$ cat src/gbns_pkg.sv
// ----------------------------------------------------------------------------
// gbns_pkg: shared types, constants and bit search helpers
// Field widths, request codes, controller states and the command/status
// bundles that join the controller and the datapath.
// ----------------------------------------------------------------------------
package gbns_pkg;

    localparam int MAX_DIM_DEF = 1024;   // default cells per axis
    localparam int WORD_BITS   = 64;     // bits per map word
    localparam int BIT_W       = 6;      // log2 of WORD_BITS
    localparam int COORD_W     = 11;     // signed cell coordinate
    localparam int CFG_W       = 11;     // grid size registers
    localparam int CFG_IDX_W   = 2;      // configuration register index
    localparam int HIT_W       = 12;     // signed scan result

    localparam logic [CFG_IDX_W-1:0] CFG_GRID_WIDTH  = 2'd0;
    localparam logic [CFG_IDX_W-1:0] CFG_GRID_HEIGHT = 2'd1;

    typedef enum logic [1:0] {
        FUNC_SET   = 2'd0,
        FUNC_CLEAR = 2'd1,
        FUNC_PROBE = 2'd2,
        FUNC_SCAN  = 2'd3
    } func_t;

    typedef enum logic [2:0] {
        ST_CLEAR,
        ST_IDLE,
        ST_LOOKUP,
        ST_EVAL,
        ST_SCAN
    } state_t;

    typedef struct packed {
        logic clr_step;   // zero one word of each map
        logic load;       // capture the request
        logic lookup;     // issue the first reads, resolve out-of-bounds
        logic eval;       // act on the word just read
        logic first;      // word under evaluation is the start word
    } ctrl_cmd_t;

    typedef struct packed {
        logic clr_last;   // clearing pass is at its final word
        logic oob;        // captured cell lies outside the grid
        logic done;       // request finishes on this evaluation
    } ctrl_stat_t;

    // lowest set bit; zero for an empty word
    function automatic logic [BIT_W-1:0] low_set(input logic [WORD_BITS-1:0] w);
        logic [BIT_W-1:0] n;
        n = '0;
        for (int i = WORD_BITS - 1; i >= 0; i--)
        begin
            if (w[i])
            begin
                n = BIT_W'(i);
            end
        end
        return n;
    endfunction

    // highest set bit; zero for an empty word
    function automatic logic [BIT_W-1:0] high_set(input logic [WORD_BITS-1:0] w);
        logic [BIT_W-1:0] n;
        n = '0;
        for (int i = 0; i < WORD_BITS; i++)
        begin
            if (w[i])
            begin
                n = BIT_W'(i);
            end
        end
        return n;
    endfunction

endpackage

$ cat src/gbns_ctrl.sv
// ----------------------------------------------------------------------------
// gbns_ctrl: request sequencer
// Runs the clearing pass after reset, then steps each request through
// capture, first lookup and one evaluation per map word.
// ----------------------------------------------------------------------------
module gbns_ctrl (
    input  logic                  clk,
    input  logic                  rst_n,
    input  logic                  start,
    output logic                  busy,
    output gbns_pkg::ctrl_cmd_t   cmd,
    input  gbns_pkg::ctrl_stat_t  stat
);

    gbns_pkg::state_t state_reg;
    gbns_pkg::state_t state_next;

    always_ff @(posedge clk or negedge rst_n)
    begin
        if (!rst_n)
        begin
            state_reg <= gbns_pkg::ST_CLEAR;
        end
        else
        begin
            state_reg <= state_next;
        end
    end

    always_comb
    begin
        state_next = state_reg;
        cmd        = '0;
        busy       = 1'b1;
        case (state_reg)
            gbns_pkg::ST_CLEAR:
            begin
                cmd.clr_step = 1'b1;
                if (stat.clr_last)
                begin
                    state_next = gbns_pkg::ST_IDLE;
                end
            end
            gbns_pkg::ST_IDLE:
            begin
                busy = 1'b0;
                if (start)
                begin
                    cmd.load   = 1'b1;
                    state_next = gbns_pkg::ST_LOOKUP;
                end
            end
            gbns_pkg::ST_LOOKUP:
            begin
                cmd.lookup = 1'b1;
                state_next = stat.oob ? gbns_pkg::ST_IDLE : gbns_pkg::ST_EVAL;
            end
            gbns_pkg::ST_EVAL:
            begin
                cmd.eval   = 1'b1;
                cmd.first  = 1'b1;
                state_next = stat.done ? gbns_pkg::ST_IDLE : gbns_pkg::ST_SCAN;
            end
            gbns_pkg::ST_SCAN:
            begin
                cmd.eval = 1'b1;
                if (stat.done)
                begin
                    state_next = gbns_pkg::ST_IDLE;
                end
            end
            default:
            begin
                state_next = gbns_pkg::ST_IDLE;
            end
        endcase
    end

endmodule

$ cat config.mk
export PLATFORM = sky130hd
export DESIGN_NAME = gbns_ctrl
export DESIGN_NICKNAME = d
export VERILOG_FILES = /design/src/gbns_pkg.sv /design/src/gbns_ctrl.sv
export SDC_FILE = /design/constraint.sdc
export NUM_CORES = 1
export LEC_CHECK = 0
export ABC_CLOCK_PERIOD_IN_PS = 3400
export BUFFER_PORTS_ARGS = -buffer_cell sky130_fd_sc_hd__buf_2
export CAP_MARGIN = 20
export CORE_AREA = 4 4 41 43
export DETAILED_ROUTE_END_ITERATION = 10
export DIE_AREA = 0 0 45 47
export GPL_ROUTABILITY_DRIVEN = 0
export PLACE_DENSITY = 0.42
export SLEW_MARGIN = 20
export SYNTH_ARGS = -nofsm -noshare
export SYNTH_HDL_FRONTEND = slang
export SYNTH_SLANG_ARGS = --single-unit
$ cat constraint.sdc
create_clock -name clk -period 3.4 [get_ports clk]
set_input_delay 0.34 -clock clk [delete_from_list [all_inputs] [get_ports clk]]
set_output_delay 0.34 -clock clk [all_outputs]
set_load 0.1 [all_outputs]
Word-level counts from Yosys, hierarchy flattened
Cells that the tools add are included.

Equality and inequality tests: 7. Multiplexer cells: 13. Reductions and logical operators: 3.

Operators with widths (number): case mux 3 bit (5 select lines) (1); two-way mux 3 bit (4); two-way mux 1 bit (7); == test 3 x 2 -> 1 bit (second input constant) (2); != test 2 bit (second input constant) (3); == test 3 x 1 -> 1 bit (second input constant) (1); == test 3 bit (second input constant) (1); logical NOT 3 bit (1); AND reduction 3 bit (1); two-way mux 2 bit (1); OR reduction 2 bit (1).

Flip-flop bits (word level): 3. Bits of input ports: 6. Output and inout bits: 6. Logic and storage cells: 24.

Longest topological paths before layout
Gate-level depths: netlist of the first run.

Depth after elaboration: 3. Mapped depth: 3. Mapped depth without buffers: 3.

Worst setup path before layout of the first run
No wires, ideal clock.

Path kind: register -> output. From: register state_reg[0]. To: output cmd[2] (netlist name). Arrival: 2.644 ns. Required time: 3.060 ns. Path slack: 0.416 ns. Cell stages (with the launch flop): 2. Path buffers: 0. Cells stage by stage: dfrtp_1 nor3b_1.

RTL lines: start, declared (RTL line gbns_ctrl.sv:15) `gbns_pkg::state_t state_reg;`; start signal, assigned (RTL line gbns_ctrl.sv:22) `state_reg <= gbns_pkg::ST_CLEAR;`; start signal, assigned (RTL line gbns_ctrl.sv:26) `state_reg <= state_next;`; end, declared (RTL line gbns_ctrl.sv:11) `output gbns_pkg::ctrl_cmd_t cmd,`.

==> metrics.md, run 1 <==
| Metric | Value |
|---|---|
| Status | `finished clean` |
| Antenna diode count | `0` |
| Mapped cell area | `169 sq um` |
| Worst Path Max Fanout | `8` |
| Slew headroom | `67.6%` |
| DRT iter0 DRCs | `2` |
| Pre-antenna DRT Iters | `3` |
| Num ports | `12` |
| Worst path cell trace | `or3b_1 -> nand2_1 -> buf_2` |
| NumNets Final | `43` |
| Final antenna-violating net count | `0` |
| CP required | `3.06 ns` |
| Total GRT Usage | `6.02%` |
| FMAX | `515 MHz` |
| Die X | `45 um` |
| CP arrival | `1.60 ns` |
| Fin Setup TNS | `0 ns` |
| First-pass GRT wire length | `759 um` |
| RSZ-0062 raised after global routing | `no` |
| Design Area, Final | `279 sq um` |
| Crit-path max cell delay | `0.43 ns` |
| Critical path launch point type | `register` |
| Critical path's slowest cell | `dfrtp_1` |
| Largest area contributor in the netlist | `dfrtp_1` |
| Clk_lat worst skew | `0.24 ns` |
| Die H | `47 um` |
| Area contributors post-synth | `dfrtp_1 (44%), a21oi_2 (10%), nand2_1 (8.9%), nor3_1 (5.9%), or3b_1 (5.2%)` |
| Most frequent cells in the layout | `buf_2 (11), nand2_1 (4), clkbuf_4 (3), dfrtp_1 (3)` |
| Critical path start-end classification | `register to output pin` |
| Synth Net Count | `26` |
| Max Cap Viol | `0` |
| Yosys top cell area share | `44.4%` |
| Synthesized flop and latch total | `3` |
| Period utilization | `57.1%` |
| Die area | `0.00212 sq mm` |
| DR WL/cell | `9.24 um` |
| Buffers inserted by post-CTS timing repair | `0` |
| Post-layout util | `21.4%` |
| Post-Syn Instances | `20` |
| Vias in the first global route | `198` |
| Max FFs per register | `3` |
| Starting Density | `13.0%` |
| Slew at the pin with the worst max-slew slack | `0.489 ns` |
| Area post-placement | `243 sq um` |
| Via/cell ratio | `3.76` |
| Max Slew Vio Count | `0` |
| Worst Clk Skew | `0.00174 ns` |
| Total core area | `0.00130 sq mm` |
| Sequential area share after synthesis | `44.4%` |
| Hold buffer count at CTS | `1` |
| PostCTS Resize Cnt | `0` |
| Vias | `192` |
| Clk slew on worst S/H paths | `0.04 ns` |
| GRT overflow | `0` |
| Num CTS Buffers | `3` |
| Unique masters post-synth | `12` |
| Drt drc | `0` |
| Crit. End Element | `output pin` |
| P&R area growth vs syn | `65.2%` |
| Post-synthesis average cell area | `8.45 sq um` |
| Worst min path class | `primary input to register` |
| Share of layout cells above drive strength 1 | `47.2%` |
| Largest net degree at the start of global routing | `9` |
| Yosys warnings | `0` |
| Cell row count | `13` |
| CTS Sinks | `3` |
| Initial antenna violation count | `0` |
| CTS tree | `built` |
| Final WL | `471 um` |
| Hold Vio Cnt, Final | `0` |
| Final setup violation count | `0` |
| Clock root buffer | `clkbuf_4` |
| Clock period minus worst slack | `1.94 ns` |
| H-tree depth | `1` |
| IO buf count | `11` |
| Commonest non-fill, non-tap cell in the layout | `buf_2` |
| Maximum clock insertion buffer count | `2` |
-- path summary, 6_finish.rpt --
| kind | startpoint | end | slack (ns) | cells past startpoint |
|---|---|---|---|---|
| worst max-delay path | state_reg[1]$_DFFE_PN0P_ | cmd[1] | 1.46 | 3 |
| worst min-delay path | stat[0] | state_reg[2]$_DFFE_PN0P_ | 0.26 | 2 |
| worst max register to register | state_reg[1]$_DFFE_PN0P_ | state_reg[0]$_DFFE_PN0P_ | 2.18 | 3 |
| worst min register to register | state_reg[2]$_DFFE_PN0P_ | state_reg[1]$_DFFE_PN0P_ | 0.54 | 1 |
| max in group asynchronous | rst_n | state_reg[1]$_DFFE_PN0P_ | 2.87 | 2 |
| min in group asynchronous | rst_n | state_reg[0]$_DFFE_PN0P_ | 0.43 | 2 |
-- area by class of cell --
class	instances	area, sq um
Clock buffer	4	26.3
Fill cell	167	1020
Inverter	1	3.75
Multi-Input combinational cell	16	90.1
Sequential cell	3	75.1
Tap cell	15	18.8
Timing Repair Buffer	12	65.1
-- critical path: cells and delay by family (launching register included) --
kind,cells,cell delay [ns]
simple gates,2,0.51
flops,1,0.43
buf+inv,1,0.42
-- synth_stat cells --
cell type  instances
a21oi_1            1
nor2_1             2
a21oi_2            2
nand2_1            4
o21ai_0            1
or2_2              1
nor3_1             2
nor3b_1            1
dfrtp_1            3
nand3b_1           1
or3b_1             1
inv_1              1
-- kinds of logic after synthesis --
logic type,synth area share (%)
simple gates,37.0
compound gates,16.3
flops,44.4
buf+inv,2.22
-- per-layer routing --
metal | GRT usage [%] | vias to the layer above | share of wire, %
met2 | 8.19 | 7 | 53
met5 | 0 | - | 0
met1 | 4.58 | 84 | 37
met3 | 3.45 | 2 | 6.6
met4 | 10.5 | 0 | 3.0
li1 | - | 99 | -
-- through the flow --
stage	setup WS, ns	std cells	hold WS, ns
finish	1.46	51	0.265
global route	1.38	51	0.269
CTS	1.44	51	0.258
detailed placement	1.70	46	0.142
global placement	1.70	46	0.141
floorplan	0.416	20	0.0444
Power of run 1 is not shown: default switching activity piles up to over one toggle a cycle in this logic, so the estimate is an artifact.
==> run 2: changes to the inputs <==
ABC_CLOCK_PERIOD_IN_PS = 1720   (was 3400)
PLACE_DENSITY = 0.43   (was 0.42)
clock period = 1.72 ns   (was 3.4 ns; I/O delays follow)
==> run 2 against run 1 <==
  * Critical path depth stayed put
  * Global-route usage is 0.23 points lower
  * Hold slack worse by 0.16 ns
  * Routed wire length is 8.5% higher
  * Die area stayed put
  * First-iteration DRC count stayed put
  * Flip-flop and latch count stayed put
  * Highest routed layer unchanged
  * Non-clock buffer count stayed put
  * Register-to-register slack worse by 1.8 ns
==> metrics.md, run 2 (same netlist as run 1, synthesis figures left out) <==
| Metric | Value |
|---|---|
| Drt drc | `0 (unchanged)` |
| Vias in the first global route | `189 (-4.5%)` |
| P&R area growth vs syn | `88.1%` |
| CTS Sinks | `3 (unchanged)` |
| Status | `finished clean` |
| Worst slack at placement | `0.314 ns (-1.39 ns)` |
| Maximum clock insertion buffer count | `2 (unchanged)` |
| FILL cells | `151 (-9.6%)` |
| Worst min path class | `primary input to register` |
| Final antenna-violating net count | `0 (unchanged)` |
| Cell row count | `13 (unchanged)` |
| Slew at the pin with the worst max-slew slack | `0.491 ns (+0.00170 ns)` |
| FMAX | `599 MHz` |
| Die area | `0.00212 sq mm (unchanged)` |
| Area post-placement | `279 sq um (+15%)` |
| Final worst slack | `0.0508 ns (-1.41 ns)` |
| Final WL | `511 um (+8.5%)` |
| CTS tree | `built` |
| Worst Clk Skew | `0.00244 ns (+0.000704 ns)` |
| NumNets Final | `43 (unchanged)` |
| Clock period minus worst slack | `1.67 ns` |
| Final setup violation count | `0 (unchanged)` |
| DR WL/cell | `10.0 um (+8.5%)` |
| Clk_lat worst skew | `0.24 ns (about the same)` |
| Crit. End Element | `output pin` |
| Num CTS Buffers | `3 (unchanged)` |
| Vias | `191 (-0.52%)` |
| Worst Path Max Fanout | `7 (-1)` |
| Die X | `45 um (unchanged)` |
| Initial antenna violation count | `0 (unchanged)` |
| Max Cap Viol | `0 (unchanged)` |
| Critical path launch point type | `register` |
| Design Area, Final | `318 sq um (+14%)` |
| Die H | `47 um (unchanged)` |
| DRT iter0 DRCs | `2 (unchanged)` |
| Most frequent cells in the layout | `buf_2 (9), nand2_1 (4), clkbuf_4 (4)` |
| Worst Hold Depth | `2 (unchanged)` |
| Max FFs per register | `3 (unchanged)` |
| Largest net degree at the start of global routing | `9 (unchanged)` |
| Commonest non-fill, non-tap cell in the layout | `buf_2` |
| Starting Density | `13.0% (unchanged)` |
| Total core area | `0.00130 sq mm (unchanged)` |
| Critical path start-end classification | `register to output pin` |
| RSZ-0062 raised after global routing | `no` |
| Pre-antenna DRT Iters | `3 (unchanged)` |
| IO buf count | `11 (unchanged)` |
| CP required | `1.55 ns (-1.51 ns)` |
| HPWL Detailed | `369 um` |
| Period utilization | `97.0%` |
| Via/cell ratio | `3.75 (-0.52%)` |
| H-tree depth | `1 (unchanged)` |
| Clk slew on worst S/H paths | `0.04 ns (about the same)` |
| GRT overflow | `0 (unchanged)` |
| Slew headroom | `67.5% (-0.11 points)` |
| Share of layout cells above drive strength 1 | `55.6% (+8.3 points)` |
| CP arrival | `1.50 ns (-0.10 ns)` |
| Buffers inserted by post-CTS timing repair | `0 (unchanged)` |
| Max Slew Vio Count | `0 (unchanged)` |
| Hold Vio Cnt, Final | `0 (unchanged)` |
| Clock root buffer | `clkbuf_4` |
| Num ports | `12 (unchanged)` |
| Antenna diode count | `0 (unchanged)` |
| Reg2Reg Depth | `3 (unchanged)` |
| First-pass GRT wire length | `765 um (+0.79%)` |
| Total GRT Usage | `5.78% (-0.23 points)` |
run 2: final timing paths:
| path | startpoint | to | slack [ns] |
|---|---|---|---|
| setup / recovery | state_reg[2]$_DFFE_PN0P_ | cmd[1] | 0.05 |
| min in group asynchronous | rst_n | state_reg[1]$_DFFE_PN0P_ | 0.26 |
| setup reg to reg | state_reg[2]$_DFFE_PN0P_ | state_reg[0]$_DFFE_PN0P_ | 0.43 |
| max in group asynchronous | rst_n | state_reg[2]$_DFFE_PN0P_ | 1.35 |
| hold / removal | stat[0] | state_reg[2]$_DFFE_PN0P_ | 0.10 |
| hold reg to reg | state_reg[2]$_DFFE_PN0P_ | state_reg[1]$_DFFE_PN0P_ | 0.62 |
run 2: metal layers:
metal  global-route usage [%]  vias to the layer above  part of all wire [%]  routed length, um
li1                         -                      100                     -                  -
met1                     5.96                       80                    43                221
met5                        0                        -                     0                  0
met2                     7.34                        8                    50                256
met4                     8.77                        0                   2.7                 14
met3                     2.30                        3                   3.7                 19
run 2: worst max-delay path: stages, from the launching register on:
cell     delay [ns]
dfrtp_1        0.50
or3b_1         0.43
nand2_1        0.14
buf_12         0.18
run 2: layout make-up:
class                   instances  area, sq um  area share [%]
repair buffers                 12         82.6            26.0
well taps                      15         18.8            5.91
multi-input cells              16          111            35.0
inverters                       1         3.75            1.18
clock buffers                   4         26.3            8.27
flip-flops and latches          3         75.1            23.6
run 2: stage by stage:
step           instances  hold slack [ns]  utilization, %  TNS [ns]
6_report              51            0.103            24.4         0
5_1_grt               51            0.111            24.4         0
4_1_cts               51            0.101            24.2         0
3_5_place_dp          46          -0.0302            21.4         0
3_3_place_gp          46          -0.0299            21.4         0
2_1_floorplan         20           -0.124               -    -0.309
run 2: repair_timing:
action                     4_1_cts  5_1_grt
setup endpoints to repair        0        1
hold buffers                     1        0
gates resized for setup          0        1
hold endpoints to repair         3        0
Power of run 2 is left out for the same reason.
==> run 3: changes to the inputs <==
ABC_CLOCK_PERIOD_IN_PS = 1650   (was 1720)
PLACE_DENSITY = 0.42   (was 0.43)
clock period = 1.65 ns   (was 1.72 ns; I/O delays follow)
==> run 3 against run 2 <==
  * Core utilization rose by 2.5 points
  * Flip-flop and latch count did not move
  * Critical path depth did not move
  * Critical endpoint unchanged
  * First-iteration DRC count fell by 100%
  * Die area did not move
  * Clock skew fell by 0.0021 ns
  * Cell area rose by 10%
  * Global-route usage did not move
  * Non-clock buffer count did not move
  * Worst setup slack improved by 0.022 ns
  * Final cell count did not move
  * Highest routed layer unchanged
  * Routed wire length fell by 7.4%
==> metrics.md, run 3 (same netlist as run 1, synthesis figures left out) <==
| Metric | Value |
|---|---|
| Initial antenna violation count | `0 (unchanged)` |
| H-tree depth | `1 (unchanged)` |
| CTS tree | `built` |
| Worst Path Max Fanout | `8 (+1)` |
| Worst Hold Depth | `2 (unchanged)` |
| Post-layout util | `26.9% (+2.5 points)` |
| GRT overflow | `0 (unchanged)` |
| DRT iter0 DRCs | `0 (-2)` |
| Period utilization | `95.6%` |
| Critical path start-end classification | `register to output pin` |
| RSZ-0062 raised after global routing | `no` |
| Slew headroom | `67.5% (about the same)` |
| Antenna diode count | `0 (unchanged)` |
| Pre-antenna DRT Iters | `1 (-2)` |
| Via/cell ratio | `3.69 (-1.6%)` |
| Clk slew on worst S/H paths | `0.04 ns (about the same)` |
| Num CTS Buffers | `3 (unchanged)` |
| P&R area growth vs syn | `107%` |
| Clock period minus worst slack | `1.58 ns` |
| Layout Cells excl Fill | `51 (unchanged)` |
| Num ports | `12 (unchanged)` |
| Final WL | `473 um (-7.4%)` |
| Commonest non-fill, non-tap cell in the layout | `buf_2` |
| Drt drc | `0 (unchanged)` |
| Die area | `0.00212 sq mm (unchanged)` |
| Final worst slack | `0.0732 ns (+0.0224 ns)` |
| Slew at the pin with the worst max-slew slack | `0.490 ns (-0.000639 ns)` |
| Total core area | `0.00130 sq mm (unchanged)` |
| Clock root buffer | `clkbuf_4` |
| Critical path launch point type | `register` |
| First-pass GRT wire length | `786 um (+2.7%)` |
| Reg area | `77.6 sq um (+3.3%)` |
| Placed Cells | `46 (unchanged)` |
| Die X | `45 um (unchanged)` |
| Clk_lat worst skew | `0.23 ns (about the same)` |
| Max Cap Viol | `0 (unchanged)` |
| IO buf count | `11 (unchanged)` |
| Total GRT Usage | `5.78% (unchanged)` |
| Worst Clk Skew | `0.000383 ns (-0.00206 ns)` |
| Cell row count | `13 (unchanged)` |
| FILL cells | `155 (+2.6%)` |
| FMAX | `634 MHz` |
| Vias in the first global route | `201 (+6.3%)` |
| Starting Density | `13.0% (unchanged)` |
| CP arrival | `1.41 ns (-0.09 ns)` |
| Area post-placement | `312 sq um (+12%)` |
| Share of layout cells above drive strength 1 | `63.9% (+8.3 points)` |
| Final antenna-violating net count | `0 (unchanged)` |
| Maximum clock insertion buffer count | `2 (unchanged)` |
| Final setup violation count | `0 (unchanged)` |
| CTS Sinks | `3 (unchanged)` |
| Worst min path class | `primary input to register` |
| Hold Vio Cnt, Final | `0 (unchanged)` |
| CP required | `1.48 ns (-0.07 ns)` |
| Crit. End Element | `output pin` |
| Largest net degree at the start of global routing | `9 (unchanged)` |
| Max FFs per register | `3 (unchanged)` |
| HPWL Detailed | `372 um (+0.70%)` |
| Buffers inserted by post-CTS timing repair | `0 (unchanged)` |
| Die H | `47 um (unchanged)` |
| Worst slack at placement | `0.259 ns (-0.0553 ns)` |
| Max Slew Vio Count | `0 (unchanged)` |
| NumNets Final | `43 (unchanged)` |
| DR WL/cell | `9.27 um (-7.4%)` |
| Most frequent cells in the layout | `buf_2 (8), nand2_1 (3), clkbuf_4 (3), buf_12 (3)` |
| Design Area, Final | `350 sq um (+10%)` |
| Multi-input logic area | `114 sq um (+2.2%)` |
| Reg2Reg Depth | `3 (unchanged)` |
| Vias | `188 (-1.6%)` |
| Status | `finished clean` |
-- run 3: critical path, stage by stage, from the launching register on --
cell and delay (ns):
dfrtp_1 0.47, or3b_1 0.43, nand2_2 0.11, buf_12 0.17
-- run 3: layout make-up --
cell class / count / area share [%]
clock buffer: 4 / 7.50
multi-input combinational: 16 / 32.5
timing repair buffer: 12 / 31.4
sequential: 3 / 22.1
tap: 15 / 5.36
inverter: 1 / 1.07
-- run 3: path summary, 6_finish.rpt --
path / start / endpoint / slack (ns)
max reg2reg: state_reg[0]$_DFFE_PN0P_ / state_reg[0]$_DFFE_PN0P_ / 0.39
min: stat[0] / state_reg[2]$_DFFE_PN0P_ / 0.1
min in group asynchronous: rst_n / state_reg[0]$_DFFE_PN0P_ / 0.26
max: state_reg[0]$_DFFE_PN0P_ / cmd[1] / 0.07
min reg2reg: state_reg[2]$_DFFE_PN0P_ / state_reg[1]$_DFFE_PN0P_ / 0.55
max in group asynchronous: rst_n / state_reg[1]$_DFFE_PN0P_ / 1.27
-- run 3: routing by layer --
layer	GRT usage, %	part of all wire [%]
met4	8.77	4.0
met1	6.42	45
met3	1.15	4.0
met2	7.63	47
met5	0	0
-- run 3: timing repair --
action                     CTS  global route
setup endpoints to repair    0             1
gates resized for setup      0             2
hold buffers                 1             0
hold endpoints to repair     3             0
-- run 3: metrics by stage --
step	setup TNS (ns)	hold WS (ns)
floorplan	-0.435	-0.131
global placement	0	-0.0376
detailed placement	0	-0.0366
CTS	0	0.0918
global route	0	0.0838
finish	0	0.0951
Power of run 3 is left out for the same reason.
